<file path="src/uhid_pkg.sv">
// ============================================================================
// uhid_pkg
// Shared types and constants for the USB HID class request decoder.
// ============================================================================
package uhid_pkg;

    // Event codes carried in the op field
    localparam logic [1:0] OP_SETUP    = 2'd0;
    localparam logic [1:0] OP_CONFIG   = 2'd1;
    localparam logic [1:0] OP_DATA     = 2'd2;
    localparam logic [1:0] OP_RESERVED = 2'd3;

    // bmRequestType fields
    localparam logic [4:0] RECIP_IFACE    = 5'h01;
    localparam logic [1:0] TYPE_CLASS     = 2'b01;
    localparam logic [7:0] RT_STD_IN_IFACE = 8'h81;

    // Standard and class request codes
    localparam logic [7:0] REQ_GET_DESC      = 8'd6;
    localparam logic [7:0] HREQ_GET_REPORT   = 8'd1;
    localparam logic [7:0] HREQ_GET_IDLE     = 8'd2;
    localparam logic [7:0] HREQ_GET_PROTOCOL = 8'd3;
    localparam logic [7:0] HREQ_SET_REPORT   = 8'd9;
    localparam logic [7:0] HREQ_SET_IDLE     = 8'd10;
    localparam logic [7:0] HREQ_SET_PROTOCOL = 8'd11;

    // Descriptor types
    localparam logic [7:0] DESC_HID    = 8'h21;
    localparam logic [7:0] DESC_REPORT = 8'h22;

    // Defaults restored by reset; idle rate and protocol also by configuration change
    localparam logic [7:0] IDLE_DEFAULT     = 8'd128;
    localparam logic [7:0] PROTOCOL_DEFAULT = 8'd1;
    localparam logic [7:0] HID_DESC_LEN_DEFAULT = 8'd9;

    // Data stage sources
    localparam logic [2:0] SRC_NONE     = 3'd0;
    localparam logic [2:0] SRC_HID_DESC = 3'd1;
    localparam logic [2:0] SRC_RPT_DESC = 3'd2;
    localparam logic [2:0] SRC_IDLE     = 3'd3;
    localparam logic [2:0] SRC_PROTOCOL = 3'd4;
    localparam logic [2:0] SRC_IN_BUF   = 3'd5;
    localparam logic [2:0] SRC_OUT_BUF  = 3'd6;

    // Application report requests
    localparam logic [1:0] RR_NONE    = 2'd0;
    localparam logic [1:0] RR_FETCH   = 2'd1;
    localparam logic [1:0] RR_DELIVER = 2'd2;

    // Configuration register indexes
    localparam int unsigned CFG_IDX_W = 3;
    localparam logic [CFG_IDX_W-1:0] CFG_INTERFACE_NUMBER  = 3'd0;
    localparam logic [CFG_IDX_W-1:0] CFG_HID_DESC_LENGTH   = 3'd1;
    localparam logic [CFG_IDX_W-1:0] CFG_RPT_DESC_LENGTH   = 3'd2;
    localparam logic [CFG_IDX_W-1:0] CFG_IN_REPORT_ENABLE  = 3'd3;
    localparam logic [CFG_IDX_W-1:0] CFG_OUT_REPORT_ENABLE = 3'd4;
    localparam int unsigned CFG_DATA_W = 16;

    // Result queue sizing
    localparam int unsigned QDEPTH = 4;
    localparam int unsigned QPTR_W = $clog2(QDEPTH);
    localparam int unsigned QCNT_W = $clog2(QDEPTH + 1);

    typedef struct packed {
        logic [1:0]  op;
        logic [7:0]  request_type;
        logic [7:0]  request_code;
        logic [7:0]  value_high;
        logic [7:0]  value_low;
        logic [7:0]  index_low;
        logic [15:0] transfer_length;
        logic [15:0] in_report_length;
    } in_item_t;

    typedef struct packed {
        logic        handled;
        logic [2:0]  data_source;
        logic [15:0] data_length;
        logic [1:0]  report_request;
        logic [7:0]  report_type;
        logic [7:0]  report_id;
        logic [15:0] report_length;
        logic [7:0]  idle_rate_out;
        logic [7:0]  protocol_out;
    } out_item_t;

    typedef struct packed {
        logic [7:0]  interface_number;
        logic [7:0]  hid_descriptor_length;
        logic [15:0] report_descriptor_length;
        logic        in_report_enabled;
        logic        out_report_enabled;
    } cfg_t;

    typedef struct packed {
        logic [7:0]  idle_rate;
        logic [7:0]  protocol_mode;
        logic        set_report_pending;
        logic [7:0]  saved_report_type;
        logic [7:0]  saved_report_id;
        logic [15:0] saved_report_length;
    } hid_state_t;

    typedef struct packed {
        logic [QCNT_W-1:0] count_next;
    } q_status_t;

endpackage

</file>
<file path="src/uhid_decode.sv">
// ============================================================================
// uhid_decode
// Request decode logic and the HID function state it updates.
// ============================================================================
module uhid_decode
    import uhid_pkg::*;
(
    input  logic      clk,
    input  logic      rst_n,
    input  logic      fire,
    input  in_item_t  item,
    input  cfg_t      cfg,
    output out_item_t result
);

    hid_state_t st_reg;
    hid_state_t st_next;

    logic        recip_ok;
    logic        std_get_desc;
    logic        dir_in;
    logic        is_class;
    logic [15:0] hid_len_ext;

    assign dir_in      = item.request_type[7];
    assign is_class    = (item.request_type[6:5] == TYPE_CLASS);
    assign recip_ok    = (item.request_type[4:0] == RECIP_IFACE) &&
                         (item.index_low == cfg.interface_number);
    assign std_get_desc = (item.request_type == RT_STD_IN_IFACE) &&
                          (item.request_code == REQ_GET_DESC);
    assign hid_len_ext = {8'd0, cfg.hid_descriptor_length};

    // Decode one item against the current state
    always_comb
    begin
        st_next = st_reg;
        result  = '0;
        unique case (item.op)
            OP_SETUP:
            begin
                // a new setup aborts any pending report transfer
                st_next.set_report_pending = 1'b0;
                if (recip_ok)
                begin
                    priority if (std_get_desc && item.value_high == DESC_HID)
                    begin
                        result.handled     = 1'b1;
                        result.data_source = SRC_HID_DESC;
                        result.data_length = (hid_len_ext > item.transfer_length) ?
                                             item.transfer_length : hid_len_ext;
                    end
                    else if (std_get_desc && item.value_high == DESC_REPORT)
                    begin
                        result.handled     = 1'b1;
                        result.data_source = SRC_RPT_DESC;
                        result.data_length =
                            (cfg.report_descriptor_length > item.transfer_length) ?
                            item.transfer_length : cfg.report_descriptor_length;
                    end
                    else if (is_class)
                    begin
                        unique case (item.request_code)
                            HREQ_GET_IDLE:
                            begin
                                if (dir_in)
                                begin
                                    result.handled     = 1'b1;
                                    result.data_source = SRC_IDLE;
                                    result.data_length = 16'd1;
                                end
                            end
                            HREQ_SET_IDLE:
                            begin
                                if (!dir_in)
                                begin
                                    result.handled    = 1'b1;
                                    st_next.idle_rate = item.value_high;
                                end
                            end
                            HREQ_GET_PROTOCOL:
                            begin
                                if (dir_in)
                                begin
                                    result.handled     = 1'b1;
                                    result.data_source = SRC_PROTOCOL;
                                    result.data_length = 16'd1;
                                end
                            end
                            HREQ_SET_PROTOCOL:
                            begin
                                if (!dir_in)
                                begin
                                    result.handled        = 1'b1;
                                    st_next.protocol_mode = item.value_low;
                                end
                            end
                            HREQ_GET_REPORT:
                            begin
                                if (dir_in && cfg.in_report_enabled)
                                begin
                                    result.handled        = 1'b1;
                                    result.data_source    = SRC_IN_BUF;
                                    result.data_length    = item.in_report_length;
                                    result.report_request = RR_FETCH;
                                    result.report_type    = item.value_high;
                                    result.report_id      = item.value_low;
                                end
                            end
                            HREQ_SET_REPORT:
                            begin
                                if (!dir_in && cfg.out_report_enabled)
                                begin
                                    result.handled              = 1'b1;
                                    result.data_source          = SRC_OUT_BUF;
                                    result.data_length          = item.transfer_length;
                                    st_next.set_report_pending  = 1'b1;
                                    st_next.saved_report_type   = item.value_high;
                                    st_next.saved_report_id     = item.value_low;
                                    st_next.saved_report_length = item.transfer_length;
                                end
                            end
                            default:
                            begin
                                result.handled = 1'b0;
                            end
                        endcase
                    end
                    else
                    begin
                        result.handled = 1'b0;
                    end
                end
            end
            OP_CONFIG:
            begin
                // configuration change restores the idle rate and protocol defaults
                st_next.protocol_mode = PROTOCOL_DEFAULT;
                st_next.idle_rate     = IDLE_DEFAULT;
                result.handled        = 1'b1;
            end
            OP_DATA:
            begin
                // deliver the report armed by the last SET_REPORT
                if (st_reg.set_report_pending)
                begin
                    st_next.set_report_pending = 1'b0;
                    if (cfg.out_report_enabled)
                    begin
                        result.handled        = 1'b1;
                        result.report_request = RR_DELIVER;
                        result.report_type    = st_reg.saved_report_type;
                        result.report_id      = st_reg.saved_report_id;
                        result.report_length  = st_reg.saved_report_length;
                    end
                end
            end
            default:
            begin
                result.handled = 1'b0;
            end
        endcase
        result.idle_rate_out = st_next.idle_rate;
        result.protocol_out  = st_next.protocol_mode;
    end

    // Commit state when an item passes through
    always_ff @(posedge clk or negedge rst_n)
    begin
        if (!rst_n)
        begin
            st_reg.idle_rate           <= IDLE_DEFAULT;
            st_reg.protocol_mode       <= PROTOCOL_DEFAULT;
            st_reg.set_report_pending  <= 1'b0;
            st_reg.saved_report_type   <= '0;
            st_reg.saved_report_id     <= '0;
            st_reg.saved_report_length <= '0;
        end
        else if (fire)
        begin
            st_reg <= st_next;
        end
    end

endmodule

</file>
<file path="src/uhid_out_queue.sv">
// ============================================================================
// uhid_out_queue
// Small result queue that decouples the decoder from the output stall.
// ============================================================================
module uhid_out_queue
    import uhid_pkg::*;
(
    input  logic      clk,
    input  logic      rst_n,
    input  logic      push,
    input  out_item_t push_item,
    input  logic      out_stall,
    output logic      out_valid,
    output out_item_t out_data,
    output q_status_t status
);

    out_item_t         slot_reg [QDEPTH];
    logic [QPTR_W-1:0] wr_ptr_reg;
    logic [QPTR_W-1:0] rd_ptr_reg;
    logic [QCNT_W-1:0] count_reg;
    logic [QCNT_W-1:0] count_next;
    logic              pop;

    assign out_valid = (count_reg != '0);
    assign out_data  = slot_reg[rd_ptr_reg];
    assign pop       = out_valid && !out_stall;

    // Track fill level
    always_comb
    begin
        count_next = count_reg;
        if (push && !pop)
        begin
            count_next = count_reg + QCNT_W'(1);
        end
        else if (!push && pop)
        begin
            count_next = count_reg - QCNT_W'(1);
        end
    end

    assign status.count_next = count_next;

    // Advance pointers and count
    always_ff @(posedge clk or negedge rst_n)
    begin
        if (!rst_n)
        begin
            wr_ptr_reg <= '0;
            rd_ptr_reg <= '0;
            count_reg  <= '0;
        end
        else
        begin
            count_reg <= count_next;
            if (push)
            begin
                wr_ptr_reg <= wr_ptr_reg + QPTR_W'(1);
            end
            if (pop)
            begin
                rd_ptr_reg <= rd_ptr_reg + QPTR_W'(1);
            end
        end
    end

    // Hold result payloads
    always_ff @(posedge clk)
    begin
        if (push)
        begin
            slot_reg[wr_ptr_reg] <= push_item;
        end
    end

endmodule

</file>
<file path="src/usb_hid_class_request_decoder.sv">
// ============================================================================
// usb_hid_class_request_decoder
// HID class request decoder for one interface: setup, config change, OUT done.
// ============================================================================
// Usage:
//   Input channel (in_valid / in_stall / in_data) carries one event item:
//   a setup packet, a configuration change or an OUT data completion.
//   Output channel (out_valid / out_stall / out_data) returns exactly one
//   result item per input item, in order.
//   Configuration port (cfg_valid / cfg_ready / cfg_index / cfg_data) is
//   always ready; write it only while no items are in flight.
// Timing:
//   An accepted item lands in the input register, is decoded in the next
//   cycle and written to the result queue, whose head drives out_data.
//   One item per cycle is sustained while the output is not stalled;
//   the single decode pass sets this rate.
// Stall:
//   A four-entry result queue absorbs output stall. in_stall is registered
//   and rises once the input register plus queue hold four items.
// Reset:
//   Clears the queue, restores idle rate 128, protocol 1, no pending report,
//   and the configuration register reset values.
// ============================================================================
module usb_hid_class_request_decoder
    import uhid_pkg::*;
(
    input  logic                 clk,
    input  logic                 rst_n,
    input  logic                 in_valid,
    output logic                 in_stall,
    input  in_item_t             in_data,
    output logic                 out_valid,
    input  logic                 out_stall,
    output out_item_t            out_data,
    input  logic                 cfg_valid,
    output logic                 cfg_ready,
    input  logic [CFG_IDX_W-1:0] cfg_index,
    input  logic [CFG_DATA_W-1:0] cfg_data
);

    cfg_t        cfg_reg;
    logic        stage_valid_reg;
    in_item_t    stage_item_reg;
    logic        in_stall_reg;
    logic        in_stall_next;
    logic        accept;
    logic [QCNT_W:0] occ_next;
    out_item_t   result;
    q_status_t   q_status;

    assign accept    = in_valid && !in_stall_reg;
    assign in_stall  = in_stall_reg;
    assign cfg_ready = 1'b1;

    // Stall when the input register plus queue will be full
    assign occ_next      = {1'b0, q_status.count_next} + {{QCNT_W{1'b0}}, accept};
    assign in_stall_next = (occ_next >= (QCNT_W + 1)'(QDEPTH));

    // Input register
    always_ff @(posedge clk or negedge rst_n)
    begin
        if (!rst_n)
        begin
            stage_valid_reg <= 1'b0;
            in_stall_reg    <= 1'b0;
        end
        else
        begin
            stage_valid_reg <= accept;
            in_stall_reg    <= in_stall_next;
        end
    end

    always_ff @(posedge clk)
    begin
        if (accept)
        begin
            stage_item_reg <= in_data;
        end
    end

    // Configuration registers
    always_ff @(posedge clk or negedge rst_n)
    begin
        if (!rst_n)
        begin
            cfg_reg.interface_number         <= '0;
            cfg_reg.hid_descriptor_length    <= HID_DESC_LEN_DEFAULT;
            cfg_reg.report_descriptor_length <= '0;
            cfg_reg.in_report_enabled        <= 1'b0;
            cfg_reg.out_report_enabled       <= 1'b0;
        end
        else if (cfg_valid && cfg_ready)
        begin
            unique case (cfg_index)
                CFG_INTERFACE_NUMBER:  cfg_reg.interface_number <= cfg_data[7:0];
                CFG_HID_DESC_LENGTH:   cfg_reg.hid_descriptor_length <= cfg_data[7:0];
                CFG_RPT_DESC_LENGTH:   cfg_reg.report_descriptor_length <= cfg_data;
                CFG_IN_REPORT_ENABLE:  cfg_reg.in_report_enabled <= cfg_data[0];
                CFG_OUT_REPORT_ENABLE: cfg_reg.out_report_enabled <= cfg_data[0];
                default:               cfg_reg <= cfg_reg;
            endcase
        end
    end

    uhid_decode u_decode (
        .clk    (clk),
        .rst_n  (rst_n),
        .fire   (stage_valid_reg),
        .item   (stage_item_reg),
        .cfg    (cfg_reg),
        .result (result)
    );

    uhid_out_queue u_queue (
        .clk       (clk),
        .rst_n     (rst_n),
        .push      (stage_valid_reg),
        .push_item (result),
        .out_stall (out_stall),
        .out_valid (out_valid),
        .out_data  (out_data),
        .status    (q_status)
    );

endmodule

</file>
<file path="config.mk">
export PLATFORM = sky130hd
export DESIGN_NAME = usb_hid_class_request_decoder
export DESIGN_NICKNAME = d
export VERILOG_FILES = /design/src/uhid_pkg.sv /design/src/uhid_decode.sv /design/src/uhid_out_queue.sv /design/src/usb_hid_class_request_decoder.sv
export SDC_FILE = /design/constraint.sdc
export NUM_CORES = 1
export LEC_CHECK = 0
export ABC_AREA = 0
export BUFFER_PORTS_ARGS = -buffer_cell sky130_fd_sc_hd__buf_2
export CELL_PAD_IN_SITES_DETAIL_PLACEMENT = 0
export CELL_PAD_IN_SITES_GLOBAL_PLACEMENT = 1
export CORE_MARGIN = 3
export CORE_UTILIZATION = 40
export CTS_BUF_LIST = sky130_fd_sc_hd__clkbuf_8
export CTS_CLUSTER_SIZE = 24
export DETAILED_ROUTE_END_ITERATION = 7
export PLACE_DENSITY = 0.7
export SLEW_MARGIN = 20
export SYNTH_ARGS = -nofsm -noshare
export SYNTH_HDL_FRONTEND = slang
export SYNTH_HIERARCHICAL = 1
export SYNTH_SLANG_ARGS = --single-unit
</file>
<file path="constraint.sdc">
create_clock -name clk -period 5.15 [get_ports clk]
set_input_delay 0.7725 -clock clk [delete_from_list [all_inputs] [get_ports clk]]
set_output_delay 0.7725 -clock clk [all_outputs]
set_load 0.1 [all_outputs]
</file>
==> reports/metrics.cfg <==
[logic_synthesis]
synth_edf_count=354
ys_warn_count=6
synthFlopType=edfxtp_1
yosysSeqAreaShare_pct=69.8
synth-seq-cells=446
ys_types=67
avgSynthCellArea_um2=18.1
syn_area_mm2=0.0185
synth_nets=1154
synthArstFlopShare_pct=20.6
netlist_instances=1025

[worst_setup_path]
criticalPathCategory=flip-flop to output port
path_cells=buf_12 > mux4_1 > buf_2
endpoint_kind=output port
cp.arrival_ns=2.97
crit_fanout=41
cp_data_required_time_ns=4.38
cp-start-kind=flip-flop
r2r_cells=6
slowest_stage=dfrtp_4
cpPeakStageDelay_ns=0.88
r2r-end=u_queue/slot_reg[0][46]$_DFFE_PP_
regToRegSetupSlack_ns=1.56
worst_r2r_startpoint=stage_item_reg[35]$_DFFE_PN_

[clock_tree]
cts_tree=yes
clkLatencyLatePin_ns=0.62
htreeDepth=3
cts_resized=0
clockBufferDepth=3
root_buffer=clkbuf_8
cts_setup_buffers=0
clk_pin_slew_ns=0.06
ctsHoldBuffers=0
cts.sinks=446
numCtsBuffers=75

[global_route]
antenna_found_initial=2
global_route.overflow_total=0
grt_pass1_wl_um=64700
grt_pass1_vias=10382
grt_max_degree=72
grt_usage_pct=17.5

[floorplan]
fp.dieArea_mm2=0.0490
num_rows=78
die_width_um=221
die_y_um=221
coreArea_mm2=0.0456
io_pins=171
start_util_pct=40.7

[sta]
finClkSkew_ns=0.0282
setup_violations=0
period_minus_slack_ns=3.74
maxSlewViolCount=0
max_freq_ghz=0.267
relSlewSlack_pct=28.4
rsz0062_at_grt=false
period_share_pct=72.6
finalSetupTns_ns=0
hold_viol_final=0
tightest_slew_ns=1.07

[routing]
ant_nets=0
wl_per_cell_um=22.6
drt_first_iter_violations=812
drc_errors=0
routed_wl_um=42500
dr.pass1.iters=4
vias_per_cell=5.31
dr_total_vias=9996

[finish]
area_delta_synth_final_pct=14.7
fin_util_pct=46.7
nets=1348
largest_register_ff_count=280
drive_above_1_share_pct=34.8

[place]
portBuffers=169
dp_hpwl_um=27900
place_congestion=0.804

[power]
peakVddDrop_mv=0.579
leakage_nw=7.82
powerDensity_mw_per_mm2=580

[min_path]
hp-class=input port to asynchronous set/reset pin

[job]
cap_violations=0

[status]
outcome=finished clean

## worst max path at each step
| stage | start | end | slack, ns |
|---|---|---|---|
| 4_1_cts | u_queue/rd_ptr_reg[0]$_DFFE_PN0P_ | out_data[67] | 1.27 |
| 2_1_floorplan | in_stall$_DFF_PN0_ | stage_item_reg[0]$_DFFE_PN_ | 0.43 |
| 6_report | u_queue/rd_ptr_reg[0]$_DFFE_PN0P_ | out_data[67] | 1.41 |
| 3_3_place_gp | cfg_reg[30]$_DFFE_PN0P_ | u_queue/slot_reg[0][46]$_DFFE_PP_ | 1.58 |
| 5_1_grt | u_queue/rd_ptr_reg[0]$_DFFE_PN0P_ | out_data[67] | 1.19 |
| 3_5_place_dp | cfg_reg[30]$_DFFE_PN0P_ | u_queue/slot_reg[0][46]$_DFFE_PP_ | 1.50 |
## Yosys cell counts, drive strengths merged, types with 4 or more instances
library cell | count | area (µm²)
nor3 | 10 | 61.3
a31o | 5 | 43.8
a211oi | 5 | 37.5
nand2b | 6 | 37.5
a21oi | 27 | 135
mux2 | 67 | 754
inv | 28 | 105
a22o | 19 | 166
nand2 | 21 | 78.8
a32o | 28 | 280
mux2i | 17 | 170
o22ai | 5 | 31.3
nor3b | 4 | 41.3
and2 | 27 | 169
edfxtp | 354 | 10600
nand4 | 7 | 43.8
dfrtp | 88 | 2200
xor2 | 10 | 87.6
nor2 | 19 | 87.6
a22oi | 16 | 120
nor4 | 9 | 92.6
nor2b | 6 | 37.5
dfstp | 4 | 105
clkbuf | 18 | 68.8
buf | 50 | 437
o21ai | 16 | 80.1
nand3 | 11 | 55.1
mux4 | 70 | 1580
ha | 31 | 388
## layer usage
metal	track usage, %	part of all wire (%)
met5	0	0
met4	6.27	2.6
met2	27.5	48
met3	3.48	5.6
met1	24.4	44
## logic make-up after synthesis
| kind of cell | Yosys count | synth area share, % |
|---|---|---|
| adders and majority gates | 31 | 2.09 |
| buffers and inverters | 96 | 3.29 |
| AOI/OAI and AO/OA | 140 | 5.66 |
| muxes | 154 | 13.5 |
| other | 1 | 0.0202 |
| and+or+nand+nor | 144 | 5.02 |
| xor gates and xnor gates | 13 | 0.614 |
| DFF | 446 | 69.8 |
## report_power, final
group          leakage (nW)  total (mW)  switching, mW  internal, mW
Sequential             4.38        4.75          0.336          4.42
Clock                 0.848        2.98           1.38          1.60
Combinational          2.59        4.60           3.55          1.05
Total                  7.82        12.3           5.26          7.07
## layout by cell type, fill, tap and decap left out, drive strengths merged, types with 4 or more instances in the layout
master  count
nor3       10
nor2b       6
nand2b      6
nand4       7
mux2i      17
a211oi      5
xor2       10
clkbuf     84
o21ai      16
dfstp       4
clkinv     17
a22o       19
nor2       19
o22ai       5
inv        61
a21oi      27
dfrtp      88
buf       185
mux2       67
a32o       28
ha         31
edfxtp    354
nor3b       4
a22oi      16
and2       27
a31o        5
nand3      11
nor4        9
nand2      21
mux4       70
## stage by stage
stage	setup slack, ns	hold slack (ns)	instances	area (µm²)	total power [mW]
after floorplan	0.429	0.430	1025	18500	8.68
after detailed placement	1.50	0.464	1741	19800	9.50
after CTS	1.27	0.103	1879	21300	12.5
after global placement	1.58	0.450	1741	19800	9.48
final	1.41	0.136	1881	21300	12.3
after global routing	1.19	0.132	1881	21300	12.9
## critical path, delay by kind of cell (launching register included)
kind / cells / cell delay [ns]
buf+inv: 2 / 0.72
flops: 1 / 0.88
mux: 1 / 0.68
## area by class of cell
cell class	instances	area [µm²]
antenna	1	2.50
fill	3956	24300
clock buffer	84	1160
multi-input combinational	483	5030
tap	600	751
clock inverter	54	288
inverter	28	105
timing repair buffer	185	997
sequential	446	12900
No activity file was read; power rests on OpenSTA's default activity.
